**src/ols_pkg.sv**
```systemverilog
// shared types, codes and constants of the ordered list store
`timescale 1ns / 1ps
package ols_pkg;

  localparam int CAPACITY_DEF = 16;

  localparam int KIND_W = 3;
  localparam int POS_W = 5;
  localparam int VAL_W = 32;
  localparam int STAT_W = 3;
  localparam int FIDX_W = 4;
  localparam int CNT_OUT_W = 5;

  localparam logic [KIND_W-1:0] K_PUSH_BACK = 3'd0;
  localparam logic [KIND_W-1:0] K_POP_BACK = 3'd1;
  localparam logic [KIND_W-1:0] K_PUSH_FRONT = 3'd2;
  localparam logic [KIND_W-1:0] K_POP_FRONT = 3'd3;
  localparam logic [KIND_W-1:0] K_INSERT = 3'd4;
  localparam logic [KIND_W-1:0] K_ERASE = 3'd5;
  localparam logic [KIND_W-1:0] K_FIND = 3'd6;

  localparam logic [STAT_W-1:0] ST_OK = 3'd0;
  localparam logic [STAT_W-1:0] ST_FULL = 3'd1;
  localparam logic [STAT_W-1:0] ST_EMPTY = 3'd2;
  localparam logic [STAT_W-1:0] ST_BADPOS = 3'd3;
  localparam logic [STAT_W-1:0] ST_NOTFOUND = 3'd4;

  typedef struct packed {
    logic [KIND_W-1:0]       kind;
    logic [POS_W-1:0]        position;
    logic signed [VAL_W-1:0] value;
  } in_item_t;

  typedef struct packed {
    logic [STAT_W-1:0]    status;
    logic [FIDX_W-1:0]    found_index;
    logic [CNT_OUT_W-1:0] element_count;
  } out_item_t;

  typedef enum logic [3:0] {
    OP_IDLE,
    OP_LOAD,
    OP_APPEND,
    OP_DROP,
    OP_UP_INIT,
    OP_UP_STEP,
    OP_UP_PUT,
    OP_DN_INIT,
    OP_DN_STEP,
    OP_DN_END,
    OP_SC_INIT,
    OP_SC_STEP,
    OP_SC_HIT
  } dp_op_t;

  typedef struct packed {
    dp_op_t            op;
    logic              res_load;
    logic [STAT_W-1:0] res_status;
  } dp_cmd_t;

  typedef struct packed {
    logic [KIND_W-1:0] kind;
    logic              full;
    logic              empty;
    logic              pos_over;
    logic              pos_atleast;
    logic              up_more;
    logic              dn_more;
    logic              sc_more;
    logic              pend;
    logic              match;
  } dp_sts_t;

endpackage

```
**src/ols_datapath.sv**
```systemverilog
// list memory, count, shift and scan cursors and result register
`timescale 1ns / 1ps
module ols_datapath import ols_pkg::*; #(
  parameter int CAPACITY = CAPACITY_DEF
) (
  input  logic      clk,
  input  logic      rst_n,
  input  in_item_t  in_data,
  input  dp_cmd_t   cmd,
  output dp_sts_t   sts,
  output out_item_t out_data
);

  localparam int CNT_W = $clog2(CAPACITY + 1);
  localparam int AW = (CAPACITY > 1) ? $clog2(CAPACITY) : 1;
  localparam int CW = (CNT_W > POS_W) ? CNT_W : POS_W;

  logic [VAL_W-1:0] mem [CAPACITY];
  logic [VAL_W-1:0] rdata_r;

  logic [CNT_W-1:0]        count_r, count_nxt;
  logic [CNT_W-1:0]        ptr_r, ptr_nxt;
  logic [AW-1:0]           wptr_r, wptr_nxt;
  logic                    pend_r, pend_nxt;
  logic [KIND_W-1:0]       kind_r, kind_nxt;
  logic [POS_W-1:0]        pos_r, pos_nxt;
  logic signed [VAL_W-1:0] val_r, val_nxt;
  logic [AW-1:0]           found_r, found_nxt;
  out_item_t               out_r, out_nxt;

  logic             we;
  logic [AW-1:0]    waddr;
  logic [VAL_W-1:0] wdata;
  logic [AW-1:0]    raddr;
  logic [CNT_W-1:0] pos_cnt;
  logic [CNT_W:0]   ptr_inc;

  assign pos_cnt = CNT_W'(pos_r);
  assign ptr_inc = {1'b0, ptr_r} + 1'b1;

  assign sts.kind        = kind_r;
  assign sts.full        = (count_r == CNT_W'(CAPACITY));
  assign sts.empty       = (count_r == '0);
  assign sts.pos_over    = (CW'(pos_r) > CW'(count_r));
  assign sts.pos_atleast = (CW'(pos_r) >= CW'(count_r));
  assign sts.up_more     = (ptr_r > pos_cnt);
  assign sts.dn_more     = (ptr_inc < {1'b0, count_r});
  assign sts.sc_more     = (ptr_r < count_r);
  assign sts.pend        = pend_r;
  assign sts.match       = pend_r && (rdata_r == $unsigned(val_r));

  always_comb begin
    count_nxt = count_r;
    ptr_nxt   = ptr_r;
    wptr_nxt  = wptr_r;
    pend_nxt  = pend_r;
    kind_nxt  = kind_r;
    pos_nxt   = pos_r;
    val_nxt   = val_r;
    found_nxt = found_r;
    out_nxt   = out_r;
    we        = 1'b0;
    waddr     = wptr_r;
    wdata     = rdata_r;
    raddr     = '0;
    unique case (cmd.op)
      OP_LOAD: begin
        kind_nxt  = in_data.kind;
        val_nxt   = in_data.value;
        found_nxt = '0;
        if (in_data.kind == K_PUSH_FRONT || in_data.kind == K_POP_FRONT) begin
          pos_nxt = '0;
        end else begin
          pos_nxt = in_data.position;
        end
      end
      OP_APPEND: begin
        we        = 1'b1;
        waddr     = AW'(count_r);
        wdata     = $unsigned(val_r);
        count_nxt = count_r + 1'b1;
      end
      OP_DROP: begin
        count_nxt = count_r - 1'b1;
      end
      OP_UP_INIT: begin
        ptr_nxt  = count_r;
        pend_nxt = 1'b0;
      end
      OP_UP_STEP: begin
        we = pend_r;
        if (sts.up_more) begin
          raddr    = AW'(ptr_r - 1'b1);
          wptr_nxt = AW'(ptr_r);
          ptr_nxt  = ptr_r - 1'b1;
          pend_nxt = 1'b1;
        end else begin
          pend_nxt = 1'b0;
        end
      end
      OP_UP_PUT: begin
        we        = 1'b1;
        waddr     = AW'(pos_cnt);
        wdata     = $unsigned(val_r);
        count_nxt = count_r + 1'b1;
      end
      OP_DN_INIT: begin
        ptr_nxt  = pos_cnt;
        pend_nxt = 1'b0;
      end
      OP_DN_STEP: begin
        we = pend_r;
        if (sts.dn_more) begin
          raddr    = AW'(ptr_inc);
          wptr_nxt = AW'(ptr_r);
          ptr_nxt  = CNT_W'(ptr_inc);
          pend_nxt = 1'b1;
        end else begin
          pend_nxt = 1'b0;
        end
      end
      OP_DN_END: begin
        count_nxt = count_r - 1'b1;
      end
      OP_SC_INIT: begin
        ptr_nxt  = '0;
        pend_nxt = 1'b0;
      end
      OP_SC_STEP: begin
        if (sts.sc_more) begin
          raddr    = AW'(ptr_r);
          wptr_nxt = AW'(ptr_r);
          ptr_nxt  = ptr_r + 1'b1;
          pend_nxt = 1'b1;
        end else begin
          pend_nxt = 1'b0;
        end
      end
      OP_SC_HIT: begin
        found_nxt = wptr_r;
        pend_nxt  = 1'b0;
      end
      default: begin
      end
    endcase
    if (cmd.res_load) begin
      out_nxt.status        = cmd.res_status;
      out_nxt.found_index   = FIDX_W'(found_r);
      out_nxt.element_count = CNT_OUT_W'(count_r);
    end
  end

  always_ff @(posedge clk) begin
    if (we) begin
      mem[waddr] <= wdata;
    end
    rdata_r <= mem[raddr];
  end

  always_ff @(posedge clk) begin
    if (!rst_n) begin
      count_r <= '0;
      pend_r  <= 1'b0;
    end else begin
      count_r <= count_nxt;
      pend_r  <= pend_nxt;
    end
  end

  always_ff @(posedge clk) begin
    ptr_r   <= ptr_nxt;
    wptr_r  <= wptr_nxt;
    kind_r  <= kind_nxt;
    pos_r   <= pos_nxt;
    val_r   <= val_nxt;
    found_r <= found_nxt;
    out_r   <= out_nxt;
  end

  assign out_data = out_r;

endmodule

```
**src/ols_controller.sv**
```systemverilog
// request sequencer and result handshake of the ordered list store
`timescale 1ns / 1ps
module ols_controller import ols_pkg::*; (
  input  logic    clk,
  input  logic    rst_n,
  input  logic    in_valid,
  output logic    in_stall,
  output logic    out_valid,
  input  logic    out_stall,
  input  dp_sts_t sts,
  output dp_cmd_t cmd
);

  typedef enum logic [5:0] {
    S_IDLE  = 6'b000001,
    S_CHECK = 6'b000010,
    S_UP    = 6'b000100,
    S_DN    = 6'b001000,
    S_SCAN  = 6'b010000,
    S_DONE  = 6'b100000
  } state_t;

  state_t            state_r, state_nxt;
  logic [STAT_W-1:0] st_r, st_nxt;
  logic              out_valid_r, out_valid_nxt;
  logic              out_free;

  assign in_stall  = (state_r != S_IDLE);
  assign out_valid = out_valid_r;
  assign out_free  = !out_valid_r || !out_stall;

  always_comb begin
    state_nxt      = state_r;
    st_nxt         = st_r;
    out_valid_nxt  = out_valid_r && out_stall;
    cmd.op         = OP_IDLE;
    cmd.res_load   = 1'b0;
    cmd.res_status = st_r;
    unique case (state_r)
      S_IDLE: begin
        if (in_valid) begin
          cmd.op    = OP_LOAD;
          state_nxt = S_CHECK;
        end
      end
      S_CHECK: begin
        state_nxt = S_DONE;
        st_nxt    = ST_OK;
        unique case (sts.kind)
          K_PUSH_BACK: begin
            if (sts.full) begin
              st_nxt = ST_FULL;
            end else begin
              cmd.op = OP_APPEND;
            end
          end
          K_POP_BACK: begin
            if (sts.empty) begin
              st_nxt = ST_EMPTY;
            end else begin
              cmd.op = OP_DROP;
            end
          end
          K_PUSH_FRONT, K_INSERT: begin
            priority if (sts.full) begin
              st_nxt = ST_FULL;
            end else if (sts.pos_over) begin
              st_nxt = ST_BADPOS;
            end else begin
              cmd.op    = OP_UP_INIT;
              state_nxt = S_UP;
            end
          end
          K_POP_FRONT, K_ERASE: begin
            priority if (sts.empty) begin
              st_nxt = ST_EMPTY;
            end else if (sts.pos_atleast) begin
              st_nxt = ST_BADPOS;
            end else begin
              cmd.op    = OP_DN_INIT;
              state_nxt = S_DN;
            end
          end
          K_FIND: begin
            st_nxt    = ST_NOTFOUND;
            cmd.op    = OP_SC_INIT;
            state_nxt = S_SCAN;
          end
          default: begin
          end
        endcase
      end
      S_UP: begin
        if (sts.pend || sts.up_more) begin
          cmd.op = OP_UP_STEP;
        end else begin
          cmd.op    = OP_UP_PUT;
          state_nxt = S_DONE;
        end
      end
      S_DN: begin
        if (sts.pend || sts.dn_more) begin
          cmd.op = OP_DN_STEP;
        end else begin
          cmd.op    = OP_DN_END;
          state_nxt = S_DONE;
        end
      end
      S_SCAN: begin
        priority if (sts.match) begin
          cmd.op    = OP_SC_HIT;
          st_nxt    = ST_OK;
          state_nxt = S_DONE;
        end else if (sts.pend || sts.sc_more) begin
          cmd.op = OP_SC_STEP;
        end else begin
          state_nxt = S_DONE;
        end
      end
      S_DONE: begin
        if (out_free) begin
          cmd.res_load  = 1'b1;
          out_valid_nxt = 1'b1;
          state_nxt     = S_IDLE;
        end
      end
      default: begin
        state_nxt = S_IDLE;
      end
    endcase
  end

  always_ff @(posedge clk) begin
    if (!rst_n) begin
      state_r     <= S_IDLE;
      out_valid_r <= 1'b0;
      st_r        <= ST_OK;
    end else begin
      state_r     <= state_nxt;
      out_valid_r <= out_valid_nxt;
      st_r        <= st_nxt;
    end
  end

endmodule

```
**src/ordered_list_store.sv**
```systemverilog
// top level of the ordered list store
// Push back, pop back, an unused kind and any rejected request go from the check straight to
// the result. Insert, push front, erase and pop front shift n entries, which may be none: n
// is count - position for an insert and count - position - 1 for an erase, with position 0
// for the front operations. A find compares the entries from the first one on and stops at
// the first match, or after the last entry when nothing matches. How long a request occupies
// the block is set by the list memory, which has one read port and one write port: while
// entries shift, one entry is read and one is written per cycle, and during a find one entry
// is read per cycle. A new item is taken once the previous one has been written into the
// result register, so the next request can start while an earlier result is still waiting
// on out_stall.
`timescale 1ns / 1ps
module ordered_list_store import ols_pkg::*; #(
  parameter int CAPACITY = CAPACITY_DEF
) (
  input  logic      clk,
  input  logic      rst_n,
  input  logic      in_valid,
  output logic      in_stall,
  input  in_item_t  in_data,
  output logic      out_valid,
  input  logic      out_stall,
  output out_item_t out_data
);

  dp_cmd_t cmd;
  dp_sts_t sts;

  ols_controller u_ctrl (
    .clk       (clk),
    .rst_n     (rst_n),
    .in_valid  (in_valid),
    .in_stall  (in_stall),
    .out_valid (out_valid),
    .out_stall (out_stall),
    .sts       (sts),
    .cmd       (cmd)
  );

  ols_datapath #(
    .CAPACITY (CAPACITY)
  ) u_dp (
    .clk      (clk),
    .rst_n    (rst_n),
    .in_data  (in_data),
    .cmd      (cmd),
    .sts      (sts),
    .out_data (out_data)
  );

endmodule

```
**config.mk**
```make
export PLATFORM = sky130hd
export DESIGN_NAME = ordered_list_store
export DESIGN_NICKNAME = d
export VERILOG_FILES = /design/src/ols_pkg.sv /design/src/ols_datapath.sv /design/src/ols_controller.sv /design/src/ordered_list_store.sv
export SDC_FILE = /design/constraint.sdc
export NUM_CORES = 1
export LEC_CHECK = 0
export BUFFER_PORTS_ARGS = -buffer_cell sky130_fd_sc_hd__buf_2
export CAP_MARGIN = 20
export CORE_MARGIN = 1
export CORE_UTILIZATION = 70
export CTS_BUF_LIST = sky130_fd_sc_hd__clkbuf_4 sky130_fd_sc_hd__clkbuf_8
export CTS_CLUSTER_DIAMETER = 30
export DETAILED_ROUTE_END_ITERATION = 8
export PLACE_DENSITY = 0.9
export SYNTH_ARGS = -nofsm -noshare
export SYNTH_HDL_FRONTEND = slang
export SYNTH_HIERARCHICAL = 1
export SYNTH_SLANG_ARGS = --single-unit
export TNS_END_PERCENT = 1
```
**constraint.sdc**
```tcl
create_clock -name clk -period 10.8 [get_ports clk]
set_input_delay 0 -clock clk [delete_from_list [all_inputs] [get_ports clk]]
set_output_delay 0 -clock clk [all_outputs]
set_load 0.005 [all_outputs]
```
==> metrics <==
Synth Area in Compound Gates=0.0662; CP arrival=between 7000 and 8000 ps; area share of the largest cell type after synthesis=0.672; clock root cell=clkbuf_8; row count=69; # resized after CTS=0; pre-CTS WS=4210 ps; synthesized area=approximately 26,000 sq um; die area=37,600 sq um; number of max-cap violations=0; ys flop type=edfxtp_1; TritonCTS Buffers=106; wl on met1=between 20,000 and 25,000 microns; synth warn=6; Die Wd=just under 200 microns; largest fanout on the critical path=just under 70; initial drt markers=2,783; first-pass GRT wire length=104,000 microns; Placer Congestion=approximately 0.93; Total Power=between 5000 and 6000 uW; worst skew pair latency=~700 ps; Synth-to-Final Area Change=14.2%; highest metal used=met5; Post-Synthesis Cells=1,875; P_leak=between 0.01 and 0.015 uW; Worst Setup Start Kind=register; share of cells above drive strength 1=0.174; most instantiated cells after synthesis=edfxtp_1, nand2_1, and3_1, a311oi_1, mux2_2; cell taking the most area after synthesis=edfxtp_1; worst hold margin=27.0 ps; Adder-Cell Fraction of Synth Area=0.0119; Fin Setup TNS=0 ps; post-synthesis sequential area ratio=0.709; io pins=between 50 and 60; number of antenna violations at the first check in global routing=2; largest family of logic cells by synthesized area=simple AND/OR/NAND/NOR gates; fin crit share=0.657; clock slew at reported path FFs=about 60 ps; die height=roughly 190 microns; Max rail drop VDD=188 uV; average wire per standard cell=27.4 microns; multiplexer area fraction after synthesis=0.0454; final hold viol count=0; worst rel slew slack=0.133; xor/xnor share of the synthesized area=0.0153; Final Critical Period=7090 ps; cell family with most CP delay=simple AND/OR/NAND/NOR gates; CTS H-tree depth=3; Max Slew Vio Count=0; TritonRoute pass-1 iters=6; overall routing resource usage=0.377; worst-margin pin slew=1300 ps; HPWL Detailed=between 30,000 and 40,000 microns; final WL=between 70,000 and 80,000 microns; CP peak stage delay=just over 800 ps; clk sink count=625; maximum clock path buffer count=3; asr flop ratio synth=0; worst setup margin=around 3700 ps; CP Class=register to register; vias in the first global route=~18,000; Final ANT Viol Nets=0; Max Fclk=0.141 GHz; antenna fix cells=0; top cells by area, synth=edfxtp_1, nand2_1, dfxtp_1; vias per cell=about 7; via count=approximately 18,000; PortBufs=57; Clock Skews=around 47 ps; CP Data Required Time=roughly 11,000 ps; Mapped Avg Cell Area=roughly 14 sq um; Buf/Inv on CP=2; Util after Layout=0.820; worst-path cell with the longest stage delay=and2_4; nets@finish=2,080; RSZ-0062 raised after global routing=false; met2 wire len=around 34,000 microns; Cell variety after synth=69; endpoints failing setup=0; status=completed; core area=35,900 sq um; Cell Chain, Critical Path=xnor2_1, nand4_1, nor4_1, nand4_1, nor4_1, buf_4, o31a_1, or3_1, nor2b_1, nand3_1, a211oi_1, o21bai_1, and2_4, buf_4, and3_1, a311oi_1, or4_1; Post-synth EDFFs=577; Crit. End Element=register; grt ovf=0; pin count of the biggest net entering global routing=143; FF+latch count, synth=approximately 630; Worst Hold Class=primary input to register; Simple-Gate Fraction of Synth Area=0.129; count leader, synth=edfxtp_1; Initial Utilization=0.718; CTS tree=yes; routed wl met3=between 8000 and 9000 microns; DRC errors left=0; syn nets=between 1,500 and 2,000; power per cell area=around 180 nW/um^2
==> layout by cell type (no fill, tap or decap), types with 25 or more instances in the layout <==
cell type / netlist / routed
clkbuf_4: 0 / 25
nand2_1: 451 / 450
mux2_2: 56 / 56
xnor2_1: 35 / 35
a31oi_1: 25 / 25
a311oi_1: 56 / 56
and3_1: 108 / 107
mux2i_1: 54 / 54
dlygate4sd3_1: 0 / 46
nand3_1: 40 / 39
buf_2: 55 / 57
buf_4: 12 / 28
edfxtp_1: 577 / 577
dfxtp_1: 48 / 48
clkbuf_8: 0 / 119
==> through the flow <==
stage	std cells	instance area, sq um
detailed placement	2318	26500
global route	2566	29500
CTS	2565	29400
floorplan	1875	25800
finish	2566	29500
global placement	2318	26500
==> cells by family (layout without fill, tap and decap cells) <==
| family | Yosys count | in the layout |
|---|---|---|
| AOI/OAI and AO/OA | 223 | 223 |
| DFF | 625 | 625 |
| xor gates and xnor gates | 45 | 45 |
| and+or+nand+nor | 727 | 727 |
| muxes | 110 | 110 |
| buffers and inverters | 121 | 351 |
| adders and majority gates | 24 | 24 |
==> path summary, 6_finish.rpt <==
kind	start	end	slack, ps	cells after the start
min reg2reg	u_dp/found_r[2]	u_dp/out_data[7]	420	0
max	u_dp/val_r[24]	u_dp/rdata_r[31]	3710	17
min	in_data[13]	u_dp/val_r[13]	30	2
max reg2reg	u_dp/val_r[24]	u_dp/rdata_r[31]	3710	17
==> layer usage <==
layer  up-vias  GRT usage
met5         -          0
met4         4      0.236
met3       342     0.0859
met2      1517      0.608
met1      8337      0.467
li1       7331          -
==> sequential cells by signal (all words and copies together), names as in the netlist, 4 cells and up <==
signal / flops
u_dp/mem: 512
u_ctrl/state_r: 6
u_dp/count_r: 5
u_dp/wptr_r: 4
u_dp/pos_cnt: 5
u_dp/rdata_r: 32
u_dp/val_r: 32
u_dp/ptr_r: 5
u_dp/found_r: 4
u_dp/out_data: 12
==> layout make-up <==
class | count | area [sq um]
Fill cell | 1705 | 6460
Tap cell | 461 | 577
Timing Repair Buffer | 133 | 983
Sequential cell | 625 | 18300
Multi-Input combinational cell | 1129 | 7070
Inverter | 17 | 63.8
Clock inverter | 58 | 651
Clock buffer | 143 | 1820
==> power by group <==
part	switching [uW]	total, uW	internal, uW
clock network	999	2420	1420
logic	118	186	68.0
registers	34.6	2700	2670
==> worst reg2reg max path, cell delays in order, from the launching register on <==
cell and delay (ps):
edfxtp_1 420, xnor2_1 260, nand4_1 230, nor4_1 660, nand4_1 200, nor4_1 390, buf_4 220, o31a_1 130
or3_1 440, nor2b_1 610, nand3_1 240, a211oi_1 410, o21bai_1 210, and2_4 810, buf_4 790, and3_1 330
a311oi_1 60, or4_1 560
==> timing repair <==
| action | CTS | global route |
|---|---|---|
| endpoints found under the setup margin | 0 | 0 |
| buffers inserted | 0 | 0 |
| hold buffers | 46 | 0 |
| endpoints found under the hold margin | 68 | 0 |
Power figures use the tool's default switching activity.
